==> src/rtl/bdc_pkg.sv <==
// Shared types and constants for the byte delta codec.
// No dependencies; every other rtl file imports this package.
`default_nettype none

package bdc_pkg;

	// Operating modes held in the mode register.
	localparam logic [1:0] MODE_SELF_ENC = 2'd0;
	localparam logic [1:0] MODE_SELF_DEC = 2'd1;
	localparam logic [1:0] MODE_REF_ENC  = 2'd2;
	localparam logic [1:0] MODE_REF_DEC  = 2'd3;

	// Configuration register indexes.
	localparam logic [1:0] REG_MODE    = 2'd0;
	localparam logic [1:0] REG_MSG_LEN = 2'd1;
	localparam logic [1:0] REG_REF_LEN = 2'd2;

	// Header sizes in bytes.
	localparam logic [3:0] HDR_SELF = 4'd4;
	localparam logic [3:0] HDR_REF  = 4'd8;

	// Queue depth and pointer width.
	localparam int QDEPTH = 2;
	localparam int QPTR_W = $clog2(QDEPTH);

	// One queued job: header bytes to send, then an optional payload byte.
	typedef struct packed {
		logic [3:0]  hdr_n;
		logic [31:0] word0;
		logic [31:0] word1;
		logic        pay;
		logic [7:0]  pay_byte;
		logic        fin;
	} qent_t;

endpackage

`default_nettype wire

==> src/rtl/bdc_front.sv <==
// Front end of the byte delta codec: config registers, header parsing and
// per-byte delta arithmetic. Produces at most one queue entry per accepted beat.
// Depends on bdc_pkg.
`default_nettype none

module bdc_front (
	input  wire              clk,
	input  wire              arst_n,
	input  wire              cfg_valid,
	output logic             cfg_ready,
	input  wire [1:0]        cfg_index,
	input  wire [31:0]       cfg_data,
	input  wire              in_fire,
	input  wire [7:0]        data_byte,
	input  wire [7:0]        ref_byte,
	input  wire              last_in,
	output logic             push,
	output bdc_pkg::qent_t   push_ent
);
	import bdc_pkg::*;

	logic [1:0]  mode_q;
	logic [31:0] msg_len_q;
	logic [31:0] ref_len_q;

	logic [7:0]  prev_q;
	logic [31:0] idx_q;
	logic [3:0]  hc_q;
	logic [31:0] dlen_q;

	logic        enc;
	logic        send_hdr;
	logic [3:0]  hc_enc;
	logic [3:0]  hdr_lim;
	logic        dec_hdr;
	logic        in_ref;
	logic [31:0] len_sel;
	logic [31:0] idx_inc;
	logic [7:0]  pay_byte;
	logic        pay;
	logic [31:0] dlen_nxt;
	qent_t       ent;

	assign cfg_ready = 1'b1;

	// Configuration register writes; unknown indexes are ignored.
	always_ff @(posedge clk or negedge arst_n) begin
		if (!arst_n) begin
			mode_q    <= MODE_SELF_ENC;
			msg_len_q <= '0;
			ref_len_q <= '0;
		end else if (cfg_valid) begin
			case (cfg_index)
				REG_MODE:    mode_q    <= cfg_data[1:0];
				REG_MSG_LEN: msg_len_q <= cfg_data;
				REG_REF_LEN: ref_len_q <= cfg_data;
				default: ;
			endcase
		end
	end

	// Classify the beat and compute its payload byte.
	always_comb begin
		enc      = !mode_q[0];
		send_hdr = enc && (msg_len_q != '0) && (hc_q == '0);
		hc_enc   = send_hdr ? (mode_q[1] ? HDR_REF : HDR_SELF) : hc_q;
		hdr_lim  = mode_q[1] ? HDR_REF : HDR_SELF;
		dec_hdr  = !enc && (hc_q < hdr_lim);
		in_ref   = idx_q < ref_len_q;
		len_sel  = enc ? msg_len_q : dlen_q;
		idx_inc  = idx_q + 32'd1;

		if (enc) begin
			pay = (hc_enc != '0) && (idx_q < msg_len_q);
		end else begin
			pay = !dec_hdr && (idx_q < dlen_q);
		end

		case (mode_q)
			MODE_SELF_ENC: pay_byte = data_byte - prev_q;
			MODE_SELF_DEC: pay_byte = data_byte + prev_q;
			MODE_REF_ENC:  pay_byte = in_ref ? (data_byte - ref_byte) : data_byte;
			MODE_REF_DEC:  pay_byte = in_ref ? (data_byte + ref_byte) : data_byte;
			default:       pay_byte = data_byte;
		endcase

		// Length header bytes arrive little endian, one byte lane at a time.
		dlen_nxt = dlen_q;
		if (dec_hdr && (hc_q[3:2] == 2'b00)) begin
			case (hc_q[1:0])
				2'd0:    dlen_nxt[7:0]   = data_byte;
				2'd1:    dlen_nxt[15:8]  = data_byte;
				2'd2:    dlen_nxt[23:16] = data_byte;
				2'd3:    dlen_nxt[31:24] = data_byte;
				default: dlen_nxt = dlen_q;
			endcase
		end

		ent.hdr_n    = send_hdr ? hc_enc : 4'd0;
		ent.word0    = msg_len_q;
		ent.word1    = ref_len_q;
		ent.pay      = pay;
		ent.pay_byte = pay_byte;
		ent.fin      = last_in || (idx_inc == len_sel);
	end

	assign push     = in_fire && (send_hdr || pay);
	assign push_ent = ent;

	// Message state; the final beat of a message clears it.
	always_ff @(posedge clk or negedge arst_n) begin
		if (!arst_n) begin
			prev_q <= '0;
			idx_q  <= '0;
			hc_q   <= '0;
			dlen_q <= '0;
		end else if (in_fire) begin
			if (last_in) begin
				prev_q <= '0;
				idx_q  <= '0;
				hc_q   <= '0;
				dlen_q <= '0;
			end else begin
				if (enc) begin
					hc_q <= hc_enc;
				end else if (dec_hdr) begin
					hc_q <= hc_q + 4'd1;
				end
				dlen_q <= dlen_nxt;
				if (pay) begin
					idx_q <= idx_inc;
					if (mode_q == MODE_SELF_ENC) begin
						prev_q <= data_byte;
					end else if (mode_q == MODE_SELF_DEC) begin
						prev_q <= pay_byte;
					end
				end
			end
		end
	end

endmodule

`default_nettype wire

==> src/rtl/bdc_queue.sv <==
// Short job queue between the codec front end and the output sequencer.
// Depends on bdc_pkg.
`default_nettype none

module bdc_queue (
	input  wire              clk,
	input  wire              arst_n,
	input  wire              push,
	input  bdc_pkg::qent_t   push_ent,
	output logic             full,
	output logic             head_valid,
	output bdc_pkg::qent_t   head,
	input  wire              pop
);
	import bdc_pkg::*;

	qent_t             slot_q [QDEPTH];
	logic [QPTR_W-1:0] wr_q;
	logic [QPTR_W-1:0] rd_q;
	logic [QPTR_W:0]   cnt_q;

	assign full       = (cnt_q == QDEPTH[QPTR_W:0]);
	assign head_valid = (cnt_q != '0);
	assign head       = slot_q[rd_q];

	// Entry storage.
	always_ff @(posedge clk) begin
		if (push) begin
			slot_q[wr_q] <= push_ent;
		end
	end

	// Pointers and fill count.
	always_ff @(posedge clk or negedge arst_n) begin
		if (!arst_n) begin
			wr_q  <= '0;
			rd_q  <= '0;
			cnt_q <= '0;
		end else begin
			if (push) begin
				wr_q <= (wr_q == QPTR_W'(QDEPTH - 1)) ? '0 : wr_q + 1'b1;
			end
			if (pop) begin
				rd_q <= (rd_q == QPTR_W'(QDEPTH - 1)) ? '0 : rd_q + 1'b1;
			end
			if (push && !pop) begin
				cnt_q <= cnt_q + 1'b1;
			end else if (pop && !push) begin
				cnt_q <= cnt_q - 1'b1;
			end
		end
	end

endmodule

`default_nettype wire

==> src/rtl/bdc_back.sv <==
// Output sequencer: walks each queued job through its header bytes and
// payload byte into the output register. Depends on bdc_pkg.
`default_nettype none

module bdc_back (
	input  wire              clk,
	input  wire              arst_n,
	input  wire              head_valid,
	input  bdc_pkg::qent_t   head,
	output logic             pop,
	output logic             out_valid,
	input  wire              out_ready,
	output logic [7:0]       out_byte,
	output logic             last_out
);
	import bdc_pkg::*;

	logic [3:0]  seq_q;
	logic        ovld_q;
	logic [7:0]  obyte_q;
	logic        olast_q;

	logic        emit;
	logic        is_hdr;
	logic        end_job;
	logic [31:0] wsel;
	logic [7:0]  hbyte;
	logic [7:0]  nbyte;
	logic        nlast;

	// Pick the next beat of the head job.
	always_comb begin
		emit   = head_valid && (!ovld_q || out_ready);
		is_hdr = seq_q < head.hdr_n;
		wsel   = seq_q[2] ? head.word1 : head.word0;
		case (seq_q[1:0])
			2'd0:    hbyte = wsel[7:0];
			2'd1:    hbyte = wsel[15:8];
			2'd2:    hbyte = wsel[23:16];
			2'd3:    hbyte = wsel[31:24];
			default: hbyte = wsel[7:0];
		endcase
		nbyte   = is_hdr ? hbyte : head.pay_byte;
		nlast   = !is_hdr && head.fin;
		end_job = is_hdr ? ((seq_q == head.hdr_n - 4'd1) && !head.pay) : 1'b1;
		pop     = emit && end_job;
	end

	// Beat counter within the head job.
	always_ff @(posedge clk or negedge arst_n) begin
		if (!arst_n) begin
			seq_q <= '0;
		end else if (emit) begin
			seq_q <= end_job ? 4'd0 : seq_q + 4'd1;
		end
	end

	// Output register.
	always_ff @(posedge clk or negedge arst_n) begin
		if (!arst_n) begin
			ovld_q <= 1'b0;
		end else if (emit) begin
			ovld_q <= 1'b1;
		end else if (out_ready) begin
			ovld_q <= 1'b0;
		end
	end

	always_ff @(posedge clk) begin
		if (emit) begin
			obyte_q <= nbyte;
			olast_q <= nlast;
		end
	end

	assign out_valid = ovld_q;
	assign out_byte  = obyte_q;
	assign last_out  = olast_q;

endmodule

`default_nettype wire

==> src/rtl/byte_delta_codec_top.sv <==
// Top level of the byte delta codec: front end, job queue, output sequencer.
// Depends on bdc_pkg, bdc_front, bdc_queue and bdc_back.
//
//  Channel  Handshake              Beat contents
//  cfg      cfg_valid/cfg_ready    cfg_index (register), cfg_data
//  in       in_valid/in_ready      data_byte, ref_byte, last_in
//  out      out_valid/out_ready    out_byte, last_out
//
// A payload beat is held in a job queue slot and then in the output register;
// the codec streams one byte per cycle while out_ready is held high. An
// encoder beat that opens a message also sends its header, four (self) or
// eight (reference) bytes ahead of its payload byte. Throughput is set by the
// one-byte-per-cycle output register; a two-entry job queue lets the front keep
// accepting while the output is stalled, until it fills. Reset clears config
// and message state; config writes are taken every cycle.
`default_nettype none

module byte_delta_codec_top (
	input  wire        clk,
	input  wire        arst_n,
	input  wire        cfg_valid,
	output logic       cfg_ready,
	input  wire [1:0]  cfg_index,
	input  wire [31:0] cfg_data,
	input  wire        in_valid,
	output logic       in_ready,
	input  wire [7:0]  data_byte,
	input  wire [7:0]  ref_byte,
	input  wire        last_in,
	output logic       out_valid,
	input  wire        out_ready,
	output logic [7:0] out_byte,
	output logic       last_out
);
	import bdc_pkg::*;

	logic  in_fire;
	logic  push;
	qent_t push_ent;
	logic  full;
	logic  head_valid;
	qent_t head;
	logic  pop;

	assign in_ready = !full;
	assign in_fire  = in_valid && in_ready;

	bdc_front u_front (
		.clk       (clk),
		.arst_n    (arst_n),
		.cfg_valid (cfg_valid),
		.cfg_ready (cfg_ready),
		.cfg_index (cfg_index),
		.cfg_data  (cfg_data),
		.in_fire   (in_fire),
		.data_byte (data_byte),
		.ref_byte  (ref_byte),
		.last_in   (last_in),
		.push      (push),
		.push_ent  (push_ent)
	);

	bdc_queue u_queue (
		.clk        (clk),
		.arst_n     (arst_n),
		.push       (push),
		.push_ent   (push_ent),
		.full       (full),
		.head_valid (head_valid),
		.head       (head),
		.pop        (pop)
	);

	bdc_back u_back (
		.clk        (clk),
		.arst_n     (arst_n),
		.head_valid (head_valid),
		.head       (head),
		.pop        (pop),
		.out_valid  (out_valid),
		.out_ready  (out_ready),
		.out_byte   (out_byte),
		.last_out   (last_out)
	);

endmodule

`default_nettype wire
==> config.mk <==
export PLATFORM = sky130hd
export DESIGN_NAME = byte_delta_codec_top
export DESIGN_NICKNAME = d
export VERILOG_FILES = /design/src/rtl/bdc_pkg.sv /design/src/rtl/bdc_front.sv /design/src/rtl/bdc_queue.sv /design/src/rtl/bdc_back.sv /design/src/rtl/byte_delta_codec_top.sv
export SDC_FILE = /design/constraint.sdc
export NUM_CORES = 1
export LEC_CHECK = 0
export BUFFER_PORTS_ARGS = -buffer_cell sky130_fd_sc_hd__buf_4
export CORE_ASPECT_RATIO = 0.75
export CORE_MARGIN = 8
export CORE_UTILIZATION = 64
export CTS_CLUSTER_DIAMETER = 100
export CTS_CLUSTER_SIZE = 14
export DETAILED_ROUTE_END_ITERATION = 8
export HOLD_SLACK_MARGIN = 0.1
export PLACE_DENSITY = 0.82
export SLEW_MARGIN = 5
export SYNTH_ARGS = -nofsm -noshare
export SYNTH_HDL_FRONTEND = slang
export SYNTH_SLANG_ARGS = --single-unit
export TNS_END_PERCENT = 1
==> constraint.sdc <==
create_clock -name clk -period 12.15 [get_ports clk]
set_input_delay 1.215 -clock clk [delete_from_list [all_inputs] [get_ports clk]]
set_output_delay 1.215 -clock clk [all_outputs]
set_load 0.05 [all_outputs]
# Word-level counts from Yosys, hierarchy flattened

Memories as Yosys holds them, arrays and structs flattened.
Cells that the tools add are included.
Widths: inputs -> output; s select.

Add/sub/neg operators: 12
Order comparisons: 5
Eq/ne operators: 15
Muxes and demuxes: 36
Reductions and logical operators: 53

Operators by type and width:

| kind                  | count |
|---|---|
| $mux 32               | 6 |
| $lt 32x32->1          | 3 |
| $mux 8                | 11 |
| $pmux 8 s4            | 2 |
| $add 32x1->32 const B | 1 |
| $eq 32x32->1          | 1 |
| $reduce_bool 32->1    | 1 |
| $mux 4                | 7 |
| $reduce_bool 2->1     | 9 |
| $add 8x8->8           | 2 |
| $eq 2x2->1 const B    | 8 |
| $sub 8x8->8           | 2 |
| $reduce_and 3->1      | 5 |
| $logic_and 1x1->1     | 14 |
| $logic_not 2->1       | 5 |
| $reduce_and 2->1      | 5 |
| $add 4x1->4 const B   | 2 |
| $eq 2x1->1 const B    | 4 |
| $logic_not 1->1       | 8 |
| $lt 4x4->1            | 2 |
| $mux 1                | 8 |
| $eq 4x4->1            | 1 |
| $logic_not 4->1       | 1 |
| $mux 2                | 2 |
| other kinds (8)       | 11 |

Bits in registers: 160
Bits in writable memories: 156
Input bits: 56
Memories: 1

Memories:

| name           | depth | width | rd ports | clocked after memory_dff | write ports | RTL line        | RTL |
|---|---|---|---|---|---|---|---|
| u_queue.slot_q | 2     | 78    | 1        | 0                        | 1           | bdc_queue.sv:17 | `qent_t slot_q [QDEPTH];` |

# Depth between registers and ports, before layout

Gate-level depths: netlist (run 1).

Depth in word-level cells: 13
Mapped depth: 17
Gate-level depth less buffers: 14

# Hierarchy

Synthesis (run 1) repeated with hierarchy kept, for this count alone.

Cells, all modules: 1679
Area, all modules: 18714.2 sq um

Modules (own cells, without submodules):

| module               | times used | cells an instance | area an instance (sq um) | sequential area each (sq um) |
|---|---|---|---|---|
| bdc_front            | 1          | 1279              | 11496.0                  | 3553.4 |
| bdc_queue            | 1          | 259               | 5853.1                   | 4784.6 |
| bdc_back             | 1          | 139               | 1355.0                   | 395.4 |
| byte_delta_codec_top | 1          | 2                 | 10.0                     | 0.0 |

# Worst setup path before layout (run 1)

OpenSTA, ideal clock, no wires.

Path type: register to register
Start point: register u_front.msg_len_q[29]
End point: memory u_queue.slot_q[0][0] in the netlist's numbering (enable)
Data arrival time: 5.705 ns
Slack: 5.920 ns
Stages on the path, launching flop included: 12
Path buffers: 1
Path through: dfrtp_1 inv_1 ha_1 a21o_1 a21o_1 a211o_1 a311oi_1 o31ai_1 o21a_4 buf_6 a21oi_2 nor2b_1

Word-level cells in the longest chain between the ends: 11

RTL lines:

| element                                              | RTL line                   | RTL |
|---|---|---|
| start, declared                                      | bdc_front.sv:23            | `logic [31:0] msg_len_q;` |
| start signal, assigned                               | bdc_front.sv:55            | `REG_MSG_LEN: msg_len_q <= cfg_data;` |
| branches (longest 7 deep; another with $lt 32x32->1) | n/a                        |  |
| $logic_or 1x1->1 (*)                                 | bdc_front.sv:107           | `assign push = in_fire && (send_hdr \|\| pay);` |
| $logic_and 1x1->1 (*)                                | bdc_front.sv:107           |  |
| net push                                             | byte_delta_codec_top.sv:38 | `logic push;` |
| $mux 1 (*)                                           | bdc_queue.sv:28            | `if (push) begin` |
| $mux 1 (implied by the code) (*)                     | bdc_queue.sv:29            | `slot_q[wr_q] <= push_ent;` |
| end, declared                                        | bdc_queue.sv:17            |  |

Mark *: on every way through the listed nets, which the timed path passes.

# Final worst setup path (run 1)

Start point: register u_front.mode_q[1]
End point: memory u_queue.slot_q[0][69] in the netlist's numbering (enable)

Word-level cells in the longest chain between the ends: 10

RTL lines:

| element                          | RTL line                         | RTL |
|---|---|---|
| start, declared                  | bdc_front.sv:22                  | `logic [1:0] mode_q;` |
| start signal, assigned           | bdc_front.sv:54                  | `REG_MODE: mode_q <= cfg_data[1:0];` |
| $mux 4 (*)                       | bdc_front.sv:66, bdc_front.sv:67 |  |
| $lt 4x4->1                       | bdc_front.sv:68                  | `dec_hdr = !enc && (hc_q < hdr_lim);` |
| $logic_and 1x1->1                | bdc_front.sv:68                  |  |
| $logic_not 1->1                  | bdc_front.sv:76                  | `pay = !dec_hdr && (idx_q < dlen_q);` |
| $logic_and 1x1->1                | bdc_front.sv:76                  |  |
| $mux 1 (*)                       | bdc_front.sv:73                  | `if (enc) begin` |
| $logic_or 1x1->1 (*)             | bdc_front.sv:107                 |  |
| $logic_and 1x1->1 (*)            | bdc_front.sv:107                 |  |
| net push                         | byte_delta_codec_top.sv:38       |  |
| $mux 1 (*)                       | bdc_queue.sv:28                  |  |
| $mux 1 (implied by the code) (*) | bdc_queue.sv:29                  |  |

The timed path passes the listed nets; every way through them passes the cells marked *.

==> impl_metrics.toml, run 1 <==
[drt]
drc = 0
via_per_inst = 6.66
route.vias.total = 13400
totalWireLength_um = 48800
wl_per_cell_um = 24.3
firstDrtPassIters = 9
drt_first_iter_violations = 1851
postRouteAntennaNets = 0

[setup_path]
cp_data_required_time_ps = 12320
critical_path.endpoint_type = "register"
r2r_end = "u_queue.slot_q[0][69]"
cp_top_family = "buffers and inverters"
cp_cell_sequence = "clkinv_1, ha_1, o21a_1, nor2_1, nor3_1, o2111ai_1, a31o_2, o21a_4, a21oi_2, nor2b_4, buf_4"
start_kind = "register"
critical_path.max_stage_delay_ps = 840
worst-path-max-fanout = 78
critPathArrivalTime_ps = 4650
cpMaxStageDelayCell = "dfrtp_1"
regToRegStartpoint = "u_front.mode_q[1]"
crit_type = "reg -> reg"
worst_path_bufs_invs = 2
rr_worst_depth = 11
cp_num_cells = 11
worst-r2r-setup-slack_ps = 7670

[finish]
fillCellCount = 1966
final_cells = 2008
final-seq-area_mm2 = 0.00874
final_design_area_no_fill_mm2 = 0.0195
area_of_the_multi_input_gates_mm2 = 0.00849
area_growth_syn_to_layout_pct = 8.11
layout.nets = 1824
post_route_cells_drive_above_1_share_pct = 13.9
num_antenna_cells = 0

[sta]
worstMarginPinSlew_ps = 1190
relSlewSlack_pct = 20.9
fmax_ghz = 0.223
finClkSkew_ps = 17.1
setup_repair_after_global_routing_missed_its_margin = "no"
period_minus_slack_ps = 4480
min_period_over_period_pct = 36.9
maxSlewViolCount = 0
totalNegativeSetupSlack_ps = 0
report.final.setup_viol = 0
hold_viol_final = 0

[yosys]
synth.top_cells.by_count = "edfxtp_1 (165), dfrtp_1 (151), nand2_1 (143)"
synth_most_common_cell = "edfxtp_1"
dominantRegCellSynth = "edfxtp_1"
post-synth-top-area-fraction_pct = 27.5
synth_seq_area_share_pct = 48.4
async_flop_share_pct = 47.8
synth_area_leaders = "edfxtp_1 (27%), dfrtp_1 (21%), ha_1 (9.2%)"
synth_cell_type_count = 79
syn_area_mm2 = 0.0180
syn-instance-count = 1599
synth_warnings = 0
synthesized_area_divided_by_synthesized_cell_count_um2 = 11.3
synth-seq-cells = 316
synth-edff-count = 165
yosysTopAreaCell = "edfxtp_1"

[clock_network]
tritoncts_clock_tree = "done"
clkTransAtPathRegs_ps = 80
cts_htree_levels = 1
cts_repair_resize_count = 0
cts_inserted_buffers = 26
cts.repair_timing.setup_buffer_count = 0
numClockSinks = 316
cts.path.max_buffers = 3
clk_root_buffer_cell = "clkbuf_16"
hold_buffers = 0
clkLatencyLatePin_ps = 560

[power_and_ir_drop]
ratio_of_total_power_to_cell_area_mw_per_mm2 = 222
pleak_uw = 0.00816
peakVddDrop_uv = 116

[worst_hold_path]
worst_hold_path.endpoint = "u_queue.slot_q[1][27]"
timing.hold.worst.class = "reg -> reg"
hold_depth = 0
hold_path.startpoint = "u_front.ref_len_q[17]"

[global_routing]
global_route.overflow_total = 0
grt_max_degree = 81
grt_first_pass_wirelength_um = 76000
grt_util_all_layers_pct = 28.8
grt_pass1_vias = 12900
antenna_found_initial = 0

[die]
area_of_the_placeable_core_mm2 = 0.0279
fp.dieArea_mm2 = 0.0339
core.rowCount = 53
die_boundary_width_um = 210
initial_core_util_pct = 64.8
die_height_um = 161
pin_count = 68

[placement]
dp.final_hpwl_um = 34200
placed_cell_area_mm2 = 0.0188
placedCellCount = 1962
port_buffer_cells = 66
gp_congestion = 0.929

[run_status]
status = "completed"

[job]
maxCapViolations = 0
-- metrics by stage --
step	setup slack [ps]	utilization, %	total power, µW	hold WS (ps)
3_3_place_gp	7830	67.4	3410	472
3_5_place_dp	7790	67.4	3490	475
5_1_grt	7400	70.0	4540	519
2_1_floorplan	5920	-	2950	455
4_1_cts	7770	70.0	4290	508
6_report	7670	70.0	4330	506
-- worst max path at each step --
stage	slack, ps	to	start
floorplan	5920	u_queue.slot_q[0][0]	u_front.msg_len_q[29]
global placement	7830	u_queue.slot_q[0][32]	u_front.mode_q[1]
detailed placement	7790	u_queue.slot_q[0][33]	u_front.mode_q[1]
CTS	7770	u_queue.slot_q[0][73]	u_front.mode_q[1]
global route	7400	u_queue.cnt_q[1]	u_queue.rd_q
finish	7670	u_queue.slot_q[0][69]	u_front.mode_q[1]
-- worst register-to-register path, cell delays in order (launching register included) --
cell       delay, ps
dfrtp_1          840
clkinv_1         430
ha_1             400
o21a_1           110
nor2_1            60
nor3_1           210
o2111ai_1        160
a31o_2           260
o21a_4           270
a21oi_2          310
nor2b_4          190
buf_4            790
-- area by class of cell --
type | instances | area share (%)
clock buffers | 44 | 3.68
well taps | 357 | 2.29
multi-input cells | 1076 | 43.5
flip-flops and latches | 316 | 44.8
inverters | 137 | 2.64
clock inverters | 2 | 0.128
repair buffers | 76 | 2.94
-- power breakdown --
| part | switching, µW | leakage [µW] | total (µW) | internal (µW) |
|---|---|---|---|---|
| clock | 391 | 0.000353 | 794 | 403 |
| combinational | 1100 | 0.00437 | 1770 | 671 |
| sequential | 238 | 0.00344 | 1760 | 1530 |
| total | 1730 | 0.00816 | 4330 | 2600 |
-- layout by cell type (no fill, tap or decap), types with 54 or more instances in the layout --
| master | count |
|---|---|
| nor2_1 | 63 |
| buf_4 | 75 |
| o21ai_0 | 101 |
| ha_1 | 132 |
| mux2i_1 | 54 |
| mux2_2 | 70 |
| nand2_1 | 143 |
| edfxtp_1 | 165 |
| xnor2_1 | 57 |
| a21oi_1 | 62 |
| dfrtp_1 | 149 |
| inv_1 | 135 |
-- sequential cells by signal, indices dropped and copies added, names as in the netlist, 2 cells and up --
| register | flops |
|---|---|
| u_back.out_byte | 8 |
| u_back.seq_q | 4 |
| u_front.dlen_q | 32 |
| u_front.hc_q | 4 |
| u_front.idx_q | 32 |
| u_front.mode_q | 2 |
| u_front.msg_len_q | 32 |
| u_front.prev_q | 8 |
| u_front.ref_len_q | 32 |
| u_queue.cnt_q | 2 |
| u_queue.slot_q | 156 |
-- cell families (layout without fill, tap and decap cells) --
group	count (synthesis)	in the layout	synth area share (%)
adder cells (fa/ha/maj)	135	135	9.49
AND/OR/NAND/NOR	395	395	11.0
buffers and inverters	210	259	4.65
AO/OA/AOI/OAI	303	303	11.0
other	2	5	0.0416
flip-flops	316	316	48.4
multiplexers	157	157	11.5
XOR/XNOR	81	81	3.93
-- routing by layer --
metal | GRT usage (%) | part of all wire, %
met1 | 42.4 | 42
met2 | 44.4 | 44
met3 | 5.19 | 12
met4 | 6.20 | 2.6
met5 | 0 | 0
No activity file was read; power rests on OpenSTA's default activity.
==> inputs of run 2 (changes only) <==
--- a/config.mk
+++ b/config.mk
@@ -5,15 +5,16 @@
 export SDC_FILE = /design/constraint.sdc
 export NUM_CORES = 1
 export LEC_CHECK = 0
+export ABC_AREA = 1
 export BUFFER_PORTS_ARGS = -buffer_cell sky130_fd_sc_hd__buf_4
 export CORE_ASPECT_RATIO = 0.75
 export CORE_MARGIN = 8
-export CORE_UTILIZATION = 64
+export CORE_UTILIZATION = 57
 export CTS_CLUSTER_DIAMETER = 100
 export CTS_CLUSTER_SIZE = 14
 export DETAILED_ROUTE_END_ITERATION = 8
 export HOLD_SLACK_MARGIN = 0.1
-export PLACE_DENSITY = 0.82
+export PLACE_DENSITY = 0.77
 export SLEW_MARGIN = 5
 export SYNTH_ARGS = -nofsm -noshare
 export SYNTH_HDL_FRONTEND = slang
==> constraint.sdc (replaced) <==
create_clock -name clk -period 4.09 [get_ports clk]
set_input_delay 0.409 -clock clk [delete_from_list [all_inputs] [get_ports clk]]
set_output_delay 0.409 -clock clk [all_outputs]
set_load 0.05 [all_outputs]
==> run 2 against run 1 <==
Net effect: sequential power increased to 2.9 times the previous value; power grew to 3.0 times the previous value; cell area increased by 2.0%; register-to-register slack lost 7000 ps; count of clock-buffer cells in the layout decreased by 1; fmax increased by 29%; non-clock buffer count grew 13; critical path depth grew 1; first-iteration DRC count increased by 1.8%; wire length up 7.6%; worst hold slack got worse by 380 ps; largest cell class unchanged; largest power group unchanged.
==> impl_metrics.toml, run 2 <==
[die]
fp.dieArea_mm2 = 0.0379
die_height_um = 171
core.rowCount = 56
pin_count = 68
area_of_the_placeable_core_mm2 = 0.0313
die_boundary_width_um = 222
initial_core_util_pct = 58.0

[sta]
period_minus_slack_ps = 3470
worstMarginPinSlew_ps = 1190
hold_viol_final = 0
totalNegativeSetupSlack_ps = 0
min_period_over_period_pct = 84.7
report.final.setup_viol = 0
setup_slack_ps = 624
fmax_ghz = 0.289
relSlewSlack_pct = 20.5
finClkSkew_ps = 20.5
setup_repair_after_global_routing_missed_its_margin = "no"
maxSlewViolCount = 0

[setup_path]
worst-path-max-fanout = 33
start_kind = "register"
r2r_end = "u_queue.slot_q[0][72]"
worst-r2r-setup-slack_ps = 620
critical_path.endpoint_type = "register"
cp_data_required_time_ps = 4340
rr_worst_depth = 12
critPathArrivalTime_ps = 3720
crit_type = "reg -> reg"
regToRegStartpoint = "u_front.idx_q[21]"

[worst_hold_path]
hold_path.startpoint = "cfg_data[21]"
timing.hold.worst.class = "in -> reg"
hold_depth = 3
worst_hold_path.endpoint = "u_front.msg_len_q[21]"

[power_and_ir_drop]
seq_power_share_pct = 39.0
internal_power_uw = 7590
pleak_uw = 0.00912
pwr-share-clk_pct = 18.4
ratio_of_total_power_to_cell_area_mw_per_mm2 = 660
power_switching_uw = 5530
switching_share_pct = 42.1
peakVddDrop_uv = 526
combinationalPowerShare_pct = 42.6

[placement]
dp_slack_ps = 704
dp.final_hpwl_um = 38000
port_buffer_cells = 66
placed_cell_area_mm2 = 0.0191
gp_congestion = 0.993
placedCellCount = 2538

[yosys]
synth-seq-cells = 316
syn-instance-count = 2115
synth_most_common_cell = "nand2_1"
synth-edff-count = 165
yosysTopAreaCell = "edfxtp_1"
syn_area_mm2 = 0.0182
synth_warnings = 0
synth.top_cells.by_count = "nand2_1 (486), inv_1 (263), o21ai_0 (216)"
post-synth-top-area-fraction_pct = 27.3
synth_cell_type_count = 50
synthesized_area_divided_by_synthesized_cell_count_um2 = 8.59
synth_area_leaders = "edfxtp_1 (27%), dfrtp_1 (21%), nand2_1 (10%)"
dominantRegCellSynth = "edfxtp_1"
synth_seq_area_share_pct = 48.1
async_flop_share_pct = 47.8

[drt]
postRouteAntennaNets = 0
via_per_inst = 5.81
totalWireLength_um = 52500
drc = 0
route.vias.total = 15000
drt_first_iter_violations = 1884
firstDrtPassIters = 6
wl_per_cell_um = 20.3

[run_status]
status = "completed"

[global_routing]
grt_max_degree = 79
antenna_found_initial = 2
grt_first_pass_wirelength_um = 81300
global_route.overflow_total = 0
grt_util_all_layers_pct = 27.5
grt_pass1_vias = 14000

[clock_network]
clkTransAtPathRegs_ps = 70
clk_root_buffer_cell = "clkbuf_16"
numClockSinks = 316
cts_inserted_buffers = 26
cts.path.max_buffers = 3
cts_repair_resize_count = 0
tritoncts_clock_tree = "done"
cts_htree_levels = 1
clkLatencyLatePin_ps = 560

[finish]
layout.nets = 2352
final_design_area_no_fill_mm2 = 0.0199
post_route_cells_drive_above_1_share_pct = 7.02
final_cells = 2585
area_growth_syn_to_layout_pct = 9.53
flip_flop_count_of_the_largest_register_all_copies_and_words_added = 156
mostFrequentLayoutCell = "nand2_1"
max_flop_register = "u_queue.slot_q"
commonest_cells_after_routing_fill_and_taps_aside = "nand2_1 (486), inv_1 (261), o21ai_0 (216), nor2_1 (172), edfxtp_1 (165)"

[job]
maxCapViolations = 0
-- run 2: cell type report --
cell class	count	area (µm²)
clock inverters	2	46.3
flip-flops and latches	316	8740
multi-input cells	1461	8130
repair buffers	89	737
fillers	2571	11400
inverters	267	1000
diodes	1	2.50
well taps	406	508
clock buffers	43	724
-- run 2: cell families (layout without fill, tap and decap cells) --
group / count (synthesis) / count (layout) / share of synthesized area [%]
xor+xnor: 79 / 79 / 4.04
mux: 3 / 3 / 0.165
other cells: 2 / 6 / 0.0414
fa+ha+maj: 135 / 135 / 9.43
simple gates: 853 / 853 / 19.4
compound gates: 386 / 386 / 11.5
flops: 316 / 316 / 48.1
buf+inv: 341 / 401 / 7.28
-- run 2: power by group through the flow --
stage	Clock [µW]	Sequential, µW	Combinational [µW]
global route	2540	5200	6260
detailed placement	0	5150	5480
global placement	0	5110	5330
floorplan	0	5100	3740
finish	2410	5120	5600
CTS	2430	5090	5530
-- run 2: worst max-delay path by stage --
| stage | cells after the start | start | end |
|---|---|---|---|
| 6_report | 12 | u_front.idx_q[21] | u_queue.slot_q[0][72] |
| 3_5_place_dp | 12 | u_front.idx_q[21] | u_queue.slot_q[0][65] |
| 5_1_grt | 13 | u_front.idx_q[29] | u_queue.slot_q[0][26] |
| 4_1_cts | 12 | u_front.idx_q[21] | u_queue.slot_q[0][27] |
| 3_3_place_gp | 12 | u_front.idx_q[21] | u_queue.slot_q[0][30] |
| 2_1_floorplan | 10 | u_front.mode_q[1] | u_queue.slot_q[1][0] |
-- run 2: timing repair --
action | 4_1_cts | 5_1_grt
setup endpoints to repair | 0 | 0
buffers inserted | 0 | 0
hold buffers | 1 | 0
hold endpoints to repair | 65 | 0
-- run 2: worst max-delay path, cell delays in order (launching register included) --
cell     delay [ps]
dfrtp_1         620
ha_1            340
a21oi_1         150
o21a_1          140
nand2_1          70
a21oi_1         210
nand4_1         230
nand3_1         160
nand2_1         120
inv_1           250
nand2_1         120
inv_2           440
buf_12          290
-- run 2: per-layer routing --
| layer | GRT usage (%) | vias to the layer above | part of all wire [%] |
|---|---|---|---|
| li1 | - | 7112 | - |
| met1 | 41.6 | 7090 | 45 |
| met2 | 39.0 | 729 | 41 |
| met3 | 6.01 | 98 | 11 |
| met4 | 8.02 | 2 | 3.0 |
| met5 | 0 | - | 0.021 |
-- run 2: through the flow --
stage | util [%] | power, µW | hold WS, ps
floorplan | - | 8830 | 113
global placement | 61.0 | 10400 | 462
detailed placement | 61.0 | 10600 | 472
CTS | 63.5 | 13100 | 112
global route | 63.5 | 14000 | 138
finish | 63.5 | 13100 | 122
